==> src/sv/hcac_ram.sv <==
// generic single-write, single-read ram with registered read data
module hcac_ram #(
   parameter int WIDTH = 8,
   parameter int DEPTH = 256
) (
   input  logic                     clock,
   input  logic                     wr_en,
   input  logic [$clog2(DEPTH)-1:0] wr_addr,
   input  logic [WIDTH-1:0]         wr_data,
   input  logic [$clog2(DEPTH)-1:0] rd_addr,
   output logic [WIDTH-1:0]         rd_data
);

   logic [WIDTH-1:0] mem_ff [DEPTH];
   logic [WIDTH-1:0] rd_data_ff;

   always_ff @(posedge clock) begin
      if (wr_en) begin
         mem_ff[wr_addr] <= wr_data;
      end
      rd_data_ff <= mem_ff[rd_addr];
   end

   assign rd_data = rd_data_ff;

endmodule

==> config.mk <==
export PLATFORM = sky130hd
export DESIGN_NAME = hcac_ram
export DESIGN_NICKNAME = d
export VERILOG_FILES = /design/src/sv/hcac_ram.sv
export SDC_FILE = /design/constraint.sdc
export NUM_CORES = 2
export LEC_CHECK = 0
export ABC_AREA = 1
export BUFFER_PORTS_ARGS = -buffer_cell sky130_fd_sc_hd__buf_2
export CAP_MARGIN = 10
export CORE_ASPECT_RATIO = 1.4
export CORE_MARGIN = 1.5
export CORE_UTILIZATION = 28
export DETAILED_ROUTE_END_ITERATION = 8
export PLACE_DENSITY = 0.48
export SLEW_MARGIN = 10
export SYNTH_ARGS = -nofsm -noshare
export SYNTH_HDL_FRONTEND = slang
export SYNTH_SLANG_ARGS = --single-unit
==> constraint.sdc <==
create_clock -name clock -period 4.2 [get_ports clock]
set_input_delay 0.21 -clock clock [delete_from_list [all_inputs] [get_ports clock]]
set_output_delay 0.21 -clock clock [all_outputs]
set_load 0.005 [all_outputs]
### Word-level counts from Yosys, hierarchy flattened

Memories as Yosys holds them, arrays and structs flattened. A register that Yosys moved wholly into a read port is not among the register bits.
Index checks and enable logic that the tools add are counted.

* multiplexer cells: 2

Operators by type and width (number)
* $mux W1: 2

* bits in registers: 0
* bits in writable memories: 2048
* bits of input ports: 26
* output and inout bits: 8
* word-level logic and storage cells: 3
* memories kept: 1

Memories
* mem_ff: words 256, bits a word 8, read ports 1, clocked after Yosys merged registers in 1, write ports 1, line 14 `logic [WIDTH-1:0] mem_ff [DEPTH];`

### Depth between registers and ports, before layout

* depth in word-level cells: 2
* gate-level depth with buffers: 15
* depth with buffers taken out: 11

### Least setup slack after synthesis

OpenSTA, ideal clock, no wires.

* kind: input to register
* start: input port wr_en
* end: memory mem_ff[162][0], enable pin
* setup time: 0.370 ns
* arrival time: 1.331 ns
* data required time: 3.830 ns
* setup slack: 2.499 ns
* stages on the path: 4
* buffers on the path: 2
* path through: clkbuf_1 nand3_1 clkbuf_1 nor2_1

* longest elaborated chain between the ends: 2

RTL lines
* start: declaration: line 7 `input logic wr_en,`
* $mux W1: line 18 `if (wr_en) begin`
* $mux W1 (not written as such): line 19 `mem_ff[wr_addr] <= wr_data;`
* end: declaration: line 14

No other way between the ends.

==> qor.txt <==
Status -> finished, final reports clean
Post-synthesis register bit count -> 2,056
Worst Path Required -> 4.98 ns
Critical Path Fanout Max -> 147
Synthesized Nets -> 7,029
Final Hold Viols -> 0
Clock latency on the worst-skew pair -> 0.87 ns
Area leader, netlist -> edfxtp_1
Compound-cell area share of the yosys netlist -> 0%
Core area -> 296,000 µm²
Setup WS post-layout -> 1.45 ns
Worst Hold Class -> in -> reg
CTS H-Tree Depth -> 4
Hold Path Sink -> rd_data[7]$_DFF_P_
Post-synthesis mux area share -> 0%
Total track usage -> 17.1%
Setup crit end kind -> flop
Post-Synth Adder-Cell Area -> 0%
Total grt overflow -> 0
Largest family of logic cells by synthesized area -> simple AND/OR/NAND/NOR gates
Vias per cell -> 4.89
Vias -> 53,700
Ys async rst share -> 0%
Minimum clock period -> 2.75 ns
# rows -> 236
Crit-path cells -> buf_8, inv_16, buf_4, nand2_1, nand3_1, nand3_1, nand3_1, nand3_1, nand3_1, nand3_1, nand2_1, nand2_1, nand2_1
Clk pin slew, worst setup/hold paths -> 0.07 ns
Worst EP arrival -> 3.53 ns
Synthesized area per cell -> 11.9 µm²
Primary FF master, synth -> edfxtp_1
Remaining DRCs -> 0
Worst hold margin -> 0.105 ns
Period utilisation layout -> 65.4%
CP startpoint kind -> input pin
Die outline height -> 649 µm
TNS Setup -> 0 ns
DP Worst Slack -> 0.623 ns
Unrepaired setup endpoints after global routing -> no
DRT Wirelength -> 264,000 µm
DR WL/cell -> 24.1 µm
Pleak -> 31.6 nW
Synth Warn # -> 0
Critical path class -> in -> reg
Die area -> 301,000 µm²
Die Span X -> 464 µm
Worst clock skew -> 0.0522 ns
Post-Syn Instances -> 7,003
Antenna violations before repair -> 21
First DRT Iteration DRCs -> 4,499
Max-slew violation count -> 0
Ports -> 34
Most area-consuming cells after synthesis -> edfxtp_1 74%, nand3_1 12%, nand2_1 9.6%
Root buf cell -> clkbuf_16
PortBufs -> 33
Post-synthesis cell type count -> 14
Post-route ant nets -> 0
Hpwl dp -> 153,000 µm
Min-delay src -> rd_addr[6]
Largest net degree at the start of global routing -> 172
Register area share after synthesis -> 73.9%
PwrDens -> 457 nW/µm²
Setup-failing EPs final -> 0
Post-Synthesis Cell Area -> 83,400 µm²
Worst slew pin tran -> 1.25 ns
Initial Util -> 28.2%
Synth Area in Simple Gates -> 22.9%
Area grow syn2layout -> 12.7%
CTS Hold Buffers Added -> 9
Fmax -> 0.364 GHz
Max Cap Viol -> 0
Reg-to-Reg Start -> mem_ff[143][0]$_DFFE_PP_
Final core utilization -> 31.8%
Crit-path most repeated cell -> nand3_1
Slew margin rel. -> 16.3%
FF-to-FF End -> rd_data[0]$_DFF_P_
Gp weighted congestion -> 0.828
Final net count -> 6,921
Pre-antenna DRT Iters -> 5
XOR/XNOR share of the synthesized area -> 0%
Post-synth top area share -> 73.7%
First-pass GRT wire length -> 383,000 µm
Cts repair resizes -> 0
Share of layout cells above drive strength 1 -> 6.37%
Fillers -> 29,500
Post-CTS setup buffers -> 0
FF-to-FF path depth -> 10
Total CTS buffers -> 198
CTS sink count -> 2,056
R2r setup slk -> 1.96 ns
CP max stage delay -> 0.52 ns
Post-synth EDFFs -> 2,048
Slowest CP cell -> nand3_1
Worst hold stages -> 5
Peak supply drop -> 0.312 mV
Vias in the first global route -> 52,900
CTS tree -> yes
Longest Clk Path Bufs -> 4
## worst max-delay path by stage
stage	startpoint	endpoint	slack (ns)
4_1_cts	rd_addr[0]	rd_data[2]$_DFF_P_	1.53
5_1_grt	rd_addr[0]	rd_data[2]$_DFF_P_	1.35
3_5_place_dp	rd_addr[0]	rd_data[2]$_DFF_P_	0.62
2_1_floorplan	wr_en	mem_ff[162][0]$_DFFE_PP_	2.50
6_report	rd_addr[0]	rd_data[0]$_DFF_P_	1.45
3_3_place_gp	rd_addr[0]	rd_data[2]$_DFF_P_	0.61
## cells by family after synthesis
kind of cell / Yosys count
and+or+nand+nor: 4425
DFF: 2056
buffers and inverters: 522
## layer usage
metal  track usage, %  vias to the layer above  routed length, µm
met4             7.26                       16              11800
li1                 -                    24600                  -
met1             21.1                    27100             106000
met5                0                        -                109
met3             1.90                      419              12500
met2             30.0                     1564             134000
## cells in the final DEF, fill, tap and decap left out, types with 8 or more instances in the layout
cell type and count:
buf_12 43, buf_2 20, buf_4 91, buf_8 11, bufinv_16 12, clkbuf_1 50, clkbuf_16 205, clkinv_1 39
clkinv_2 32, dfxtp_1 8, dlygate4sd3_1 9, edfxtp_1 2048, inv_1 34, nand2_1 2112, nand2_2 11, nand3_1 2019
nor2_1 283
## cells in the mapped netlist (2+ instances only)
master    instances
buf_2           268
buf_4            46
nand2_1        2123
inv_2             2
buf_6            16
inv_1            36
buf_1            40
dfxtp_1           8
clkbuf_1        112
nor2_1          283
nand3_1        2019
edfxtp_1       2048
## through the flow
| stage | instances | total power, W | cell area [µm²] |
|---|---|---|---|
| 3_3_place_gp | 10600 | 0.0258 | 87700 |
| 6_report | 11000 | 0.0430 | 94000 |
| 5_1_grt | 11000 | 0.0442 | 94000 |
| 2_1_floorplan | 7003 | 0.0245 | 83400 |
| 3_5_place_dp | 10600 | 0.0259 | 87700 |
| 4_1_cts | 11000 | 0.0433 | 94000 |
## flip-flops by register name, summed over array words and instances (netlist names)
register,cells
rd_data,8
mem_ff,2048
## critical path, delay by kind of cell
kind                   cells  cell delay, ns
AND/OR/NAND/NOR           10            1.84
buffers and inverters      3            1.13
## where the power goes
group | leakage, nW | switching (W) | internal [W]
logic | 10.2 | 0.00212 | 0.000621
clock network | 3.02 | 0.00783 | 0.00976
registers | 18.5 | 0.0000319 | 0.0226
total | 31.6 | 0.00998 | 0.0330
## cell type report
| class | count | area (µm²) | area share (%) |
|---|---|---|---|
| Sequential cell | 2056 | 61700 | 65.6 |
| Antenna cell | 3 | 7.51 | 0.00799 |
| Timing Repair Buffer | 175 | 1910 | 2.03 |
| Multi-Input combinational cell | 4425 | 19200 | 20.4 |
| Inverter | 39 | 180 | 0.192 |
| Clock inverter | 95 | 766 | 0.815 |
| Tap cell | 3927 | 4910 | 5.23 |
| Clock buffer | 261 | 5400 | 5.74 |
No activity file was read; power rests on OpenSTA's default activity.
