==> config.mk <==
export PLATFORM = sky130hd
export DESIGN_NAME = hcac_mul
export DESIGN_NICKNAME = d
export VERILOG_FILES = /design/src/sv/hcac_pkg.sv /design/src/sv/hcac_mul.sv
export SDC_FILE = /design/constraint.sdc
export NUM_CORES = 1
export LEC_CHECK = 0
export ABC_AREA = 1
export BUFFER_PORTS_ARGS = -buffer_cell sky130_fd_sc_hd__clkbuf_2
export CELL_PAD_IN_SITES_DETAIL_PLACEMENT = 1
export CELL_PAD_IN_SITES_GLOBAL_PLACEMENT = 2
export CORE_MARGIN = 1.5
export CORE_UTILIZATION = 41
export DETAILED_ROUTE_END_ITERATION = 8
export PLACE_DENSITY_LB_ADDON = 0.1
export SYNTH_ARGS = -nofsm -noshare
export SYNTH_HDL_FRONTEND = slang
export SYNTH_SLANG_ARGS = --single-unit
==> constraint.sdc <==
create_clock -name clock -period 9 [get_ports clock]
set_input_delay 1.8 -clock clock [delete_from_list [all_inputs] [get_ports clock]]
set_output_delay 1.8 -clock clock [all_outputs]
set_load 0.05 [all_outputs]
==> src/sv/hcac_pkg.sv <==
// package: widths, codes and transaction types shared by the auto-contrast block
package hcac_pkg;

   // histogram bin counter width; bins and the pixel total saturate at its maximum
   localparam int COUNT_BITS = 22;
   localparam int BIN_BITS   = 8;
   localparam int BINS       = 1 << BIN_BITS;
   // a running sum over all bins can exceed one counter by the bin count
   localparam int ACC_BITS   = COUNT_BITS + BIN_BITS;
   localparam int GAIN_BITS  = 24;
   localparam int FRAC_BITS  = 16;
   localparam int CLIP_BITS  = 14;
   localparam int DEN_BITS   = 15;
   localparam int MUL_A_BITS = (ACC_BITS > GAIN_BITS) ? ACC_BITS : GAIN_BITS;
   localparam int PROD_BITS  = MUL_A_BITS + DEN_BITS;

   // scan counter: reads run 0..BINS-1, compares trail the reads through the ram, sum and product registers
   localparam int SCAN_BITS  = BIN_BITS + 1;
   localparam logic [SCAN_BITS-1:0] SCAN_LAST = SCAN_BITS'(BINS + 2);

   localparam logic [DEN_BITS-1:0]  CLIP_DEN   = DEN_BITS'(20000);
   localparam logic [CLIP_BITS-1:0] CLIP_RESET = CLIP_BITS'(100);
   localparam logic [GAIN_BITS-1:0] GAIN_NUM   = GAIN_BITS'(255 * 65536);
   localparam logic [GAIN_BITS-1:0] GAIN_MAX   = GAIN_BITS'(16711680);
   localparam logic [GAIN_BITS-1:0] GAIN_UNITY = GAIN_BITS'(65536);
   localparam logic [BIN_BITS-1:0]  PIX_MAX    = {BIN_BITS{1'b1}};

   localparam logic OP_COLLECT   = 1'b0;
   localparam logic OP_STRETCH   = 1'b1;
   localparam logic KIND_FRAME   = 1'b0;
   localparam logic KIND_STRETCH = 1'b1;

   typedef struct packed {
      logic                op;
      logic [BIN_BITS-1:0] pixel;
      logic                last;
   } req_type;

   typedef struct packed {
      logic                 result_kind;
      logic [BIN_BITS-1:0]  out_pixel;
      logic [BIN_BITS-1:0]  low_cut;
      logic [BIN_BITS-1:0]  high_cut;
      logic [GAIN_BITS-1:0] gain;
      logic                 flat_frame;
   } rsp_type;

endpackage

==> src/sv/hcac_mul.sv <==
// shared unsigned multiplier with registered product
module hcac_mul (
   input  logic                           clock,
   input  logic [hcac_pkg::MUL_A_BITS-1:0] mul_a,
   input  logic [hcac_pkg::DEN_BITS-1:0]   mul_b,
   output logic [hcac_pkg::PROD_BITS-1:0]  prod
);

   logic [hcac_pkg::PROD_BITS-1:0] prod_ff;
   logic [hcac_pkg::PROD_BITS-1:0] prod_in;

   assign prod_in = hcac_pkg::PROD_BITS'(mul_a) * hcac_pkg::PROD_BITS'(mul_b);

   always_ff @(posedge clock) begin
      prod_ff <= prod_in;
   end

   assign prod = prod_ff;

endmodule

# ---- Yosys cells after proc, flatten, opt, wreduce, memory -nomap -nowiden
# Cells that the tools add are included.
dict set report word_totals {
  out_inout_bits 45
  input_bits 46
  wordCells 2
  register_bits 45
}
dict set report classes {
  n_mul 1
}
# cell n
set op_table {}
lappend op_table {{$mul 30x15->45} 1}

# ---- Longest topological paths before layout
dict set report logic_depth {
  depth_word 1
  ltp_mapped 28
  depth_no_buf 27
}

# ---- Worst setup path after synthesis
# OpenSTA, ideal clock, no wires.
dict set report synth_timing {
  path_type {input to register}
  start {in mul_b[0] (netlist bit)}
  end {reg prod_ff, in the netlist prod[36]}
  slack_ns 2.434
  t_required_ns 8.888
  arrival_time_ns 6.454
  setup_time_ns 0.112
  stages 28
  n_path_buf 1
  path_cell_list {clkbuf_1 -> nand2_1 -> inv_1 -> fa_1 -> inv_1 -> fa_1 -> inv_1 -> fa_1 -> inv_1 -> fa_1 -> inv_1 -> fa_1 -> inv_1 -> fa_1 -> inv_1 -> ha_1 -> nand2_2 -> inv_1 -> nand2_1 -> nand2_1 -> inv_1 -> nand3_2 -> nand2_1 -> nand2_2 -> nand2_1 -> nand2_1 -> nand2_1 -> nand2_1}
}
dict set report synth_via {
  elab_chain_len 1
}
# element line
set synth_lines {}
lappend synth_lines {{start, declared} hcac_mul.sv:5} ;# input logic [hcac_pkg::DEN_BITS-1:0] mul_b,
lappend synth_lines {{$mul 30x15->45} hcac_mul.sv:12} ;# assign prod_in = hcac_pkg::PROD_BITS'(mul_a) * hcac_pkg::PROD_BITS'(mul_b);
lappend synth_lines {{net prod_in, one bit} hcac_mul.sv:10} ;# logic [hcac_pkg::PROD_BITS-1:0] prod_in;
lappend synth_lines {{end signal, assigned} hcac_mul.sv:15} ;# prod_ff <= prod_in;
lappend synth_lines {{end, declared} hcac_mul.sv:9} ;# logic [hcac_pkg::PROD_BITS-1:0] prod_ff;
# The timed path passes the listed nets, and every way through them passes these cells.

# ---- Worst setup path in the final report
dict set report layout_timing {
  start {in mul_b[6] (netlist bit)}
  end {reg prod_ff, in the netlist prod[26]}
}
# The elaborated chain is that of the path after synthesis.

==> summary.txt <==
TritonCTS Buffers -> 5
Post-Route WL -> 48000 um
Worst Hold Class -> in -> reg
Total negative slack -> 0 ns
Clk pin slew, worst setup/hold paths -> 0.06 ns
Largest net degree at the start of global routing -> 31
Placed Cells -> 2829
Mapped Avg Cell Area -> 7.23 um2
First-pass GRT wire length -> 80500 um
Max-cap violations -> 0
CP Data Arrival Time -> 7.55 ns
Initial Util -> 0.416
GRT Total Usage -> 0.248
Max-slew violations -> 0
Drt first pass iters -> 5
Routed len/inst -> 16.9 um
Worst setup SP type -> primary input
Final core occ -> 0.441
Post-CTS setup repair buffer count -> 0
IO buf count -> 90
Antenna-violating nets left -> 0
Fin cells -> 2836
Achievable Freq -> 0.136 GHz
Nets -> 2828
Top_reg_cell synth -> dfxtp_1
Proportion of synthesized flip-flops having asynchronous set or reset -> 0
Fin. Hold Viols -> 0
Synth warn -> 0
Crit-path slowest cell -> clkbuf_2
Worst slew margin -> 0.390
Ports -> 91
Crit-path max cell delay -> 0.68 ns
Unrepaired setup endpoints after global routing -> no
Worst Path Buf+Inv -> 7
Most common cell in the netlist -> inv_1
Syn Nets -> 2806
Max Buffers Root-to-Sink -> 2
Main area contributors after synthesis -> fa_1, inv_1, nand2_1
Cell Area, Synth -> 16500 um2
Die Width -> 204 um
Number of enable flip-flop cells after synthesis -> 0
Count of state elements after synthesis -> 45
Diodes inserted -> 0
Largest register FFs -> 45
Initial antenna violation count -> 1
Outcome -> completed
Yosys top cell by area -> fa_1
Routed vias/inst -> 4.67
Vias -> 13200
Commonest cells post-synth -> inv_1, nand2_1, fa_1, ha_1, clkbuf_1
Worst EP required -> 9.18 ns
Critical Path Most Common Cell -> nand2_1
Initial DRC count -> 524
Sequential-to-total area share from yosys stat -> 0.0545
Gpl congestion -> 0.827
Die ar. -> 41600 um2
Netlist cell types -> 26
Count of final setup violators -> 0
Crit. End Element -> register
Core area -> 39700 um2
Slew @ Worst Pin -> 0.915 ns
Post_cts resized -> 0
Cell chosen for the clock root -> clkbuf_16
Worst path top cell family by delay -> adder cells
TritonCTS clock tree -> built
H-tree Lvls -> 2
Layout cells sized above 1 -> 0.0524
Crit share post-route -> 0.819
Row count -> 73
Worst path cell trace -> clkbuf_2, nand2_1, fa_1, inv_1, fa_1, inv_1, fa_1, inv_1, fa_1, fa_1, inv_1, fa_1, inv_1, ha_1, nand2_1, nand2_1, inv_1, nand2_1, nand2_1, nand2_1, nand2_1, nand3_2, xor2_1
Sink Count -> 45
Synth top area share -> 0.438
Critical path peak fanout -> 30
Congestion Overflow GR -> 0
Post-DP HPWL -> 40800 um
Vias in the first global route -> 14900
Synthesized instance count -> 2289
DRC viols -> 0
Setup CP Type -> in -> reg
Layout area overhead -> 5.85%
Cts hold-fix bufs -> 0
Post-layout min period -> 7.37 ns
Overall die height -> 204 um
## final timing paths
kind	to	depth (start not counted)	start	slack, ns
max	prod[26]	23	mul_b[6]	1.63
min	prod[0]	3	mul_a[0]	2.02
## area by class of cell
cell class              instances  area, um2
multi-input cells            1404      12500
fillers                      5136      22200
well taps                     525        657
repair buffers                 90        450
clock buffers                   7        143
inverters                     765       2870
flip-flops and latches         45        901
## routing by layer
| metal | up-vias | track usage | part of all wire |
|---|---|---|---|
| met4 | 0 | 0.0418 | 0.012 |
| met3 | 32 | 0.0139 | 0.031 |
| li1 | 6285 | - | - |
| met2 | 215 | 0.398 | 0.45 |
| met5 | - | 0 | 0 |
| met1 | 6715 | 0.374 | 0.50 |
## metrics by stage
step	setup WS, ns	hold WS (ns)	area, um2
after floorplan	2.43	1.90	16500
after detailed placement	1.45	2.30	17400
after global placement	1.45	2.30	17400
after CTS	1.70	2.01	17500
final	1.63	2.02	17500
after global routing	1.39	2.04	17500
## cell families (layout without fill, tap and decap cells)
kind of cell | after synthesis | after routing | share of synthesized area
compound gates | 49 | 49 | 0.0160
xor+xnor | 27 | 27 | 0.0143
fa+ha+maj | 471 | 471 | 0.520
buf+inv | 840 | 862 | 0.191
flops | 45 | 45 | 0.0545
simple gates | 857 | 857 | 0.204
## placed cells by master (no fill, tap or decap)
cell type and instances:
a21o_1 2, a21oi_1 30, a31oi_1 4, and2_1 2, clkbuf_1 1, clkbuf_16 5
clkbuf_2 90, clkbuf_8 1, dfxtp_1 45, fa_1 362, ha_1 109, inv_1 764
inv_2 1, nand2_1 731, nand2_2 10, nand2b_1 1, nand3_1 25, nand3_2 7
nand4_1 1, nor2_1 65, nor2_2 3, nor2_4 4, nor3_1 5, nor4_1 1
o21ai_0 9, o21bai_1 4, or2_1 2, xnor2_1 8, xor2_1 19
Power is not shown: default switching activity piles up to over one toggle a cycle in this logic, so the estimate is an artifact.
