===== src/sv/hcac_pkg.sv =====
// package: widths, codes and transaction types shared by the auto-contrast block
package hcac_pkg;

   // histogram bin counter width; bins and the pixel total saturate at its maximum
   localparam int COUNT_BITS = 22;
   localparam int BIN_BITS   = 8;
   localparam int BINS       = 1 << BIN_BITS;
   // a running sum over all bins can exceed one counter by the bin count
   localparam int ACC_BITS   = COUNT_BITS + BIN_BITS;
   localparam int GAIN_BITS  = 24;
   localparam int FRAC_BITS  = 16;
   localparam int CLIP_BITS  = 14;
   localparam int DEN_BITS   = 15;
   localparam int MUL_A_BITS = (ACC_BITS > GAIN_BITS) ? ACC_BITS : GAIN_BITS;
   localparam int PROD_BITS  = MUL_A_BITS + DEN_BITS;

   // scan counter: reads run 0..BINS-1, compares trail the reads through the ram, sum and product registers
   localparam int SCAN_BITS  = BIN_BITS + 1;
   localparam logic [SCAN_BITS-1:0] SCAN_LAST = SCAN_BITS'(BINS + 2);

   localparam logic [DEN_BITS-1:0]  CLIP_DEN   = DEN_BITS'(20000);
   localparam logic [CLIP_BITS-1:0] CLIP_RESET = CLIP_BITS'(100);
   localparam logic [GAIN_BITS-1:0] GAIN_NUM   = GAIN_BITS'(255 * 65536);
   localparam logic [GAIN_BITS-1:0] GAIN_MAX   = GAIN_BITS'(16711680);
   localparam logic [GAIN_BITS-1:0] GAIN_UNITY = GAIN_BITS'(65536);
   localparam logic [BIN_BITS-1:0]  PIX_MAX    = {BIN_BITS{1'b1}};

   localparam logic OP_COLLECT   = 1'b0;
   localparam logic OP_STRETCH   = 1'b1;
   localparam logic KIND_FRAME   = 1'b0;
   localparam logic KIND_STRETCH = 1'b1;

   typedef struct packed {
      logic                op;
      logic [BIN_BITS-1:0] pixel;
      logic                last;
   } req_type;

   typedef struct packed {
      logic                 result_kind;
      logic [BIN_BITS-1:0]  out_pixel;
      logic [BIN_BITS-1:0]  low_cut;
      logic [BIN_BITS-1:0]  high_cut;
      logic [GAIN_BITS-1:0] gain;
      logic                 flat_frame;
   } rsp_type;

endpackage


===== src/sv/hcac_div.sv =====
// restoring divider, one quotient bit per cycle, for the gain computation
module hcac_div (
   input  logic                           clock,
   input  logic                           reset,
   input  logic                           start,
   input  logic [hcac_pkg::GAIN_BITS-1:0] dividend,
   input  logic [hcac_pkg::BIN_BITS-1:0]  divisor,
   output logic                           done,
   output logic [hcac_pkg::GAIN_BITS-1:0] quotient
);

   localparam int CNT_BITS = $clog2(hcac_pkg::GAIN_BITS + 1);

   logic                           busy_ff, busy_in;
   logic                           done_ff, done_in;
   logic [CNT_BITS-1:0]            cnt_ff, cnt_in;
   logic [hcac_pkg::GAIN_BITS-1:0] quo_ff, quo_in;
   logic [hcac_pkg::BIN_BITS-1:0]  rem_ff, rem_in;
   logic [hcac_pkg::BIN_BITS-1:0]  div_ff, div_in;
   logic [hcac_pkg::BIN_BITS:0]    rem_sh;
   logic [hcac_pkg::BIN_BITS:0]    rem_diff;
   logic                           fits;

   assign rem_sh   = {rem_ff, quo_ff[hcac_pkg::GAIN_BITS-1]};
   assign fits     = rem_sh >= {1'b0, div_ff};
   assign rem_diff = rem_sh - {1'b0, div_ff};

   always_comb begin
      busy_in = busy_ff;
      done_in = 1'b0;
      cnt_in  = cnt_ff;
      quo_in  = quo_ff;
      rem_in  = rem_ff;
      div_in  = div_ff;
      if (start) begin
         busy_in = 1'b1;
         cnt_in  = CNT_BITS'(hcac_pkg::GAIN_BITS);
         quo_in  = dividend;
         rem_in  = '0;
         div_in  = divisor;
      end else if (busy_ff) begin
         quo_in = {quo_ff[hcac_pkg::GAIN_BITS-2:0], fits};
         rem_in = fits ? rem_diff[hcac_pkg::BIN_BITS-1:0] : rem_sh[hcac_pkg::BIN_BITS-1:0];
         cnt_in = cnt_ff - CNT_BITS'(1);
         if (cnt_ff == CNT_BITS'(1)) begin
            busy_in = 1'b0;
            done_in = 1'b1;
         end
      end
   end

   always_ff @(posedge clock) begin
      if (reset) begin
         busy_ff <= 1'b0;
         done_ff <= 1'b0;
         cnt_ff  <= '0;
      end else begin
         busy_ff <= busy_in;
         done_ff <= done_in;
         cnt_ff  <= cnt_in;
      end
   end

   always_ff @(posedge clock) begin
      quo_ff <= quo_in;
      rem_ff <= rem_in;
      div_ff <= div_in;
   end

   assign done     = done_ff;
   assign quotient = quo_ff;

endmodule


===== config.mk =====
export PLATFORM = sky130hd
export DESIGN_NAME = hcac_div
export DESIGN_NICKNAME = d
export VERILOG_FILES = /design/src/sv/hcac_pkg.sv /design/src/sv/hcac_div.sv
export SDC_FILE = /design/constraint.sdc
export NUM_CORES = 1
export LEC_CHECK = 0
export ABC_AREA = 1
export BUFFER_PORTS_ARGS = -buffer_cell sky130_fd_sc_hd__buf_2
export CAP_MARGIN = 20
export CELL_PAD_IN_SITES_DETAIL_PLACEMENT = 0
export CELL_PAD_IN_SITES_GLOBAL_PLACEMENT = 2
export CORE_ASPECT_RATIO = 0.75
export CORE_MARGIN = 2
export CORE_UTILIZATION = 33
export CTS_CLUSTER_SIZE = 10
export DETAILED_ROUTE_END_ITERATION = 8
export PLACE_DENSITY_LB_ADDON = 0.08
export SYNTH_ARGS = -nofsm -noshare
export SYNTH_HDL_FRONTEND = slang
export SYNTH_SLANG_ARGS = --single-unit
export TNS_END_PERCENT = 100

===== constraint.sdc =====
create_clock -name clock -period 3.8 [get_ports clock]
set_input_delay 0.76 -clock clock [delete_from_list [all_inputs] [get_ports clock]]
set_output_delay 0.76 -clock clock [all_outputs]
set_load 0.03 [all_outputs]

Word-level counts from Yosys, hierarchy flattened
Index checks and enable logic that the tools add are counted.
Widths: inputs -> output; s select.
- memory bits (read-only): 0
- input port bits: 35
- logic and storage cells: 24
- bits in latches: 0
- memories kept: 0
- bits in writable memories: 0
- output and inout port bits: 25
- register bits after elaboration: 47
- order comparisons: 1
- multiply operators: 0
- bitwise operators: 1
- add/sub/neg operators: 2
- eq/ne operators: 1
- shift operators: 0
- div/mod/pow operators: 0
- mux-type cells: 9
- reduce and logical (&&, ||, !) cells: 3
- operators by type and width (cell ; number):
    $mux 24 ; 2
    $mux 5 ; 2
    $ge 9x8->1 ; 1
    $mux 8 ; 1
    $sub 8x8->8 ; 1
    $eq 5x1->1 const B ; 1
    $sub 5x1->5 const B ; 1
    $mux 1 ; 4
    $reduce_or 3->1 ; 1
    $reduce_bool 2->1 ; 1
    $reduce_or 2->1 ; 1
    $not 1->1 ; 1

Longest topological paths before layout
- depth in word-level cells: 4
- mapped depth: 12

Least setup slack after synthesis
No wires, ideal clock.
- path type: input to register
- start: input start
- end: register quo_ff, in the netlist quotient[0], enable pin
- library setup time: 368 ps
- data required time: 3432 ps
- arrival time: 1687 ps
- stages: 3
- path slack: 1746 ps
- path through: buf_2 -> nor2_1 -> inv_1
- word-level cells in the longest chain between the ends: 1
- RTL lines (what ; line ; RTL):
    start, declared ; hcac_div.sv:5 ; input logic start,
    $reduce_bool 2->1 (no line) ; -- ;
    end signal, assigned ; hcac_div.sv:65 ; quo_ff <= quo_in;
    end, declared ; hcac_div.sv:17 ; logic [hcac_pkg::GAIN_BITS-1:0] quo_ff, quo_in;
No other way between the ends.
A chain may end at the register's enable or synchronous reset.

Final worst setup path
- start: input start
- end: register quo_ff, in the netlist quotient[20], enable pin
Same word-level chain as after synthesis.

==> results.txt <==
The run gives 38.8% as the headroom to the max-slew limit. The clock network accounts for 27.6% of the total power. For the total negative setup slack, the log shows 0 ns.

The number of different library cells in the post-synthesis netlist is 29, and the total wire length after detailed routing is 5.75 mm. From bottom edge to top edge, the die measures 77.6 um. The largest buffer count on any clock path was 2.

The setup check on the worst reg-to-reg path leaves a slack of 2.01 ns. Entering global routing, the biggest net connects 36 pins. Tracing the worst setup path back leads to its startpoint at start. The worst hold margin came out at 0.473 ns. The horizontal die dimension was 102 um; the post-route DRC violation count was 0.

Clock tree synthesis inserted a total of 5 buffers. By area the synthesized netlist is led by sky130_fd_sc_hd__edfxtp_1, sky130_fd_sc_hd__nand2_1, sky130_fd_sc_hd__dfxtp_1. The post-synth net total came out at 326.

The worst setup path is launched from an input port. Once the clock tree was built, the setup fixing pass inserted 0 buffers. The shortest period the worst path allows came out at 1.82 ns. For this design, the sink count on the clock tree is 47. The flow ran to the end, and the final reports show no timing, DRC or antenna violations.

After global routing the overflow that remains totals 0. Setup repair after global routing left no endpoint under its margin. The run gives 51.8% as the sequential fraction of design power. The estimated wirelength of the detail-placed design came out at 4.24 mm.

Clock-pin slew was measured on the worst setup and hold paths at 0.08 ns. Counting every instance in the synthesized netlist gives 280. Synthesis inferred 47 register bits. The tools report the number of global-route vias before repair as 1845. Data on the critical path arrives at its endpoint at 1.74 ns. Data on the critical path is required at its endpoint by 3.72 ns. Of the total power, combinational logic draws 20.6%.

The logs give 6 for the number of optimization iterations in the first detailed-route pass and 0.549 GHz for the peak clock frequency supported by timing. The count of warnings emitted by yosys was 0; the initial core utilization was 34.6%. The worst register-to-register path begins at quotient[23]. The final count of hold timing violations is 0, and the area of the die is 0.00793 mm2.

The global placement routability congestion is 0.753, and the largest fanout on the critical path is 24. The count of port buffers added during placement was 59. TritonCTS built the clock tree. The core region is 0.00690 mm2.

The number of routed nets with antenna violations was 0; the ratio of routed vias to standard cells was 4.44. The most frequently used flop master after synthesis was sky130_fd_sc_hd__edfxtp_1. The element type at the critical path end was a flop.

Summed over all cells, the static leakage comes to 0.00147 uW. The ratio of total power to cell area works out to 412 mW/mm2. Of all cell types, the one taking the most synthesized area is sky130_fd_sc_hd__edfxtp_1. Global routing consumed, over all layers together, 15.2% of the routing resources. The switching power summed over all nets is 355 uW. Startpoint-to-endpoint class of the critical path: input port to flop. In the final design database the tool counted 389 nets.

Number of flops mapped to enable cells by yosys: 32. The tools report the worst hold path startpoint as rem_ff[4]. Measured on the finished design, the core utilization comes to 42.1%. For this run, asynchronously set or reset flops after synthesis account for 0%.

Internal power comes to 842 uW. The logs give 0 for the number of pins with negative max-slew slack in the final report and 0 for the count of hold buffers inserted by post-cts repair. The average instance in the mapped netlist occupies 8.52 um2.

The longest individual stage delay on the worst path was 0.68 ns. The run gives 52.9% as the register area share after synthesis. The tools report the endpoint of the worst register-to-register path as rem_ff[4]. CTS placed an instance of sky130_fd_sc_hd__clkbuf_8 at the clock tree root. Net switching is 29.6% of the power. The worst path uses 47.9% of the clock period. The routed length per placed instance is 13.0 um.

The cell with the biggest individual delay on the critical path was sky130_fd_sc_hd__inv_1. The number of antenna violations at the first check in global routing came out at 0. Highest ir drop seen on vdd: 0.168 mV. Across the routed clock network, the largest skew measured is 0.00495 ns. The area share of the largest cell type after synthesis is 40.3%. At the pin with the least slew margin, the transition time is 0.917 ns. The clock tree synthesis step divided the H-tree into 2 levels. The wire length of the first global-routing pass is 9.29 mm, and the mapped cell area is 0.00239 mm2. The share of layout cells above drive strength 1 was 23.8%; the depth of the worst hold-timing path was 2. For hold timing, the worst endpoint is rem_ff[4]. The number of top-level pins came out at 60. Post-CTS repair changed the size of 0 cells. The worst hold-check path type was flop to flop. Setup violations remaining at the end of the flow were counted as 0. Clock latency on the worst-skew pair, taken at its later pin, is 0.29 ns. In this run, the number of DRC markers left after iteration 0 of detailed routing was 76.

The detailed-route via count came out at 1962. The number of max-cap violations is 0, and the signed area change from the synthesized netlist to the final layout is 21.7%. The path depth of the worst reg2reg path works out to 10. Traced cell by cell, the critical path runs through buf_2 > nor2_1 > buf_4 > inv_1. The number of diodes added for antenna fixing was 0; the row count was 26.
worst max path at each step:
stage | endpoint | slack [ns] | depth (start not counted)
finish | quotient[20] | 1.98 | 4
global route | quotient[20] | 1.86 | 3
CTS | quotient[20] | 1.94 | 4
detailed placement | quotient[6] | 1.63 | 4
global placement | quotient[5] | 1.64 | 4
floorplan | quotient[0] | 1.75 | 3
logic make-up after synthesis:
group / synth area share, %
AOI/OAI and AO/OA: 2.41
xor gates and xnor gates: 1.47
adders and majority gates: 6.08
buffers and inverters: 5.56
DFF: 52.9
and+or+nand+nor: 31.6
cell type report:
type	instances	area [um2]
Sequential cell	47	1260
Clock buffer	7	96.3
Tap cell	98	123
Timing Repair Buffer	61	310
Clock inverter	1	7.51
Inverter	30	113
Fill cell	750	3990
Multi-Input combinational cell	198	992
synthesized netlist by cell type (2+ instances only):
library cell and number:
sky130_fd_sc_hd__a21oi_1 2, sky130_fd_sc_hd__a31oi_1 3, sky130_fd_sc_hd__clkbuf_1 4, sky130_fd_sc_hd__dfxtp_1 15
sky130_fd_sc_hd__edfxtp_1 32, sky130_fd_sc_hd__ha_1 10, sky130_fd_sc_hd__inv_1 26, sky130_fd_sc_hd__inv_2 3
sky130_fd_sc_hd__nand2_1 122, sky130_fd_sc_hd__nand2_2 2, sky130_fd_sc_hd__nand2_4 2, sky130_fd_sc_hd__nand3_1 18
sky130_fd_sc_hd__nand3b_1 7, sky130_fd_sc_hd__nor2_1 16, sky130_fd_sc_hd__nor2_2 2, sky130_fd_sc_hd__xor2_1 3
per-layer routing:
layer / up-vias / global-route usage, % / wire [um]
met4: 0 / 2.80 / 26
met2: 53 / 21.4 / 2310
met3: 2 / 3.15 / 351
met5: - / 0 / 0
li1: 1018 / - / -
met1: 889 / 23.9 / 3060
flip-flops by register name, summed over array words and instances, names as in the netlist:
signal    cells
quotient     24
div_ff        8
rem_ff        8
cnt_ff        5
busy_ff       1
done          1
per-stage QoR:
step	total power [uW]	std cells	area [um2]	setup slack, ns
after floorplan	796	280	2390	1.75
after global placement	880	434	2800	1.64
after detailed placement	880	434	2800	1.63
after CTS	1210	442	2900	1.94
after global routing	1270	442	2900	1.86
final	1200	442	2900	1.98
cell usage in the layout, fill, tap and decap left out, types with 3 or more instances in the layout:
cell	Yosys	final
sky130_fd_sc_hd__a31oi_1	3	3
sky130_fd_sc_hd__ha_1	10	10
sky130_fd_sc_hd__buf_2	1	59
sky130_fd_sc_hd__xor2_1	3	3
sky130_fd_sc_hd__nand3b_1	7	7
sky130_fd_sc_hd__inv_1	26	26
sky130_fd_sc_hd__edfxtp_1	32	32
sky130_fd_sc_hd__nand2_1	122	122
sky130_fd_sc_hd__inv_2	3	3
sky130_fd_sc_hd__nor2_1	16	16
sky130_fd_sc_hd__clkbuf_8	0	7
sky130_fd_sc_hd__nand3_1	18	18
sky130_fd_sc_hd__dfxtp_1	15	15
power by group through the flow:
stage	Combinational [uW]	Clock [uW]	Sequential, uW
global route	276	364	626
CTS	250	343	620
global placement	248	0	633
finish	247	330	620
detailed placement	249	0	631
floorplan	115	0	681
critical path: cells and delay by family:
kind	cells	cell delay, ns
buf+inv	3	0.95
simple gates	1	0.03
No activity file was read; power rests on OpenSTA's default activity.
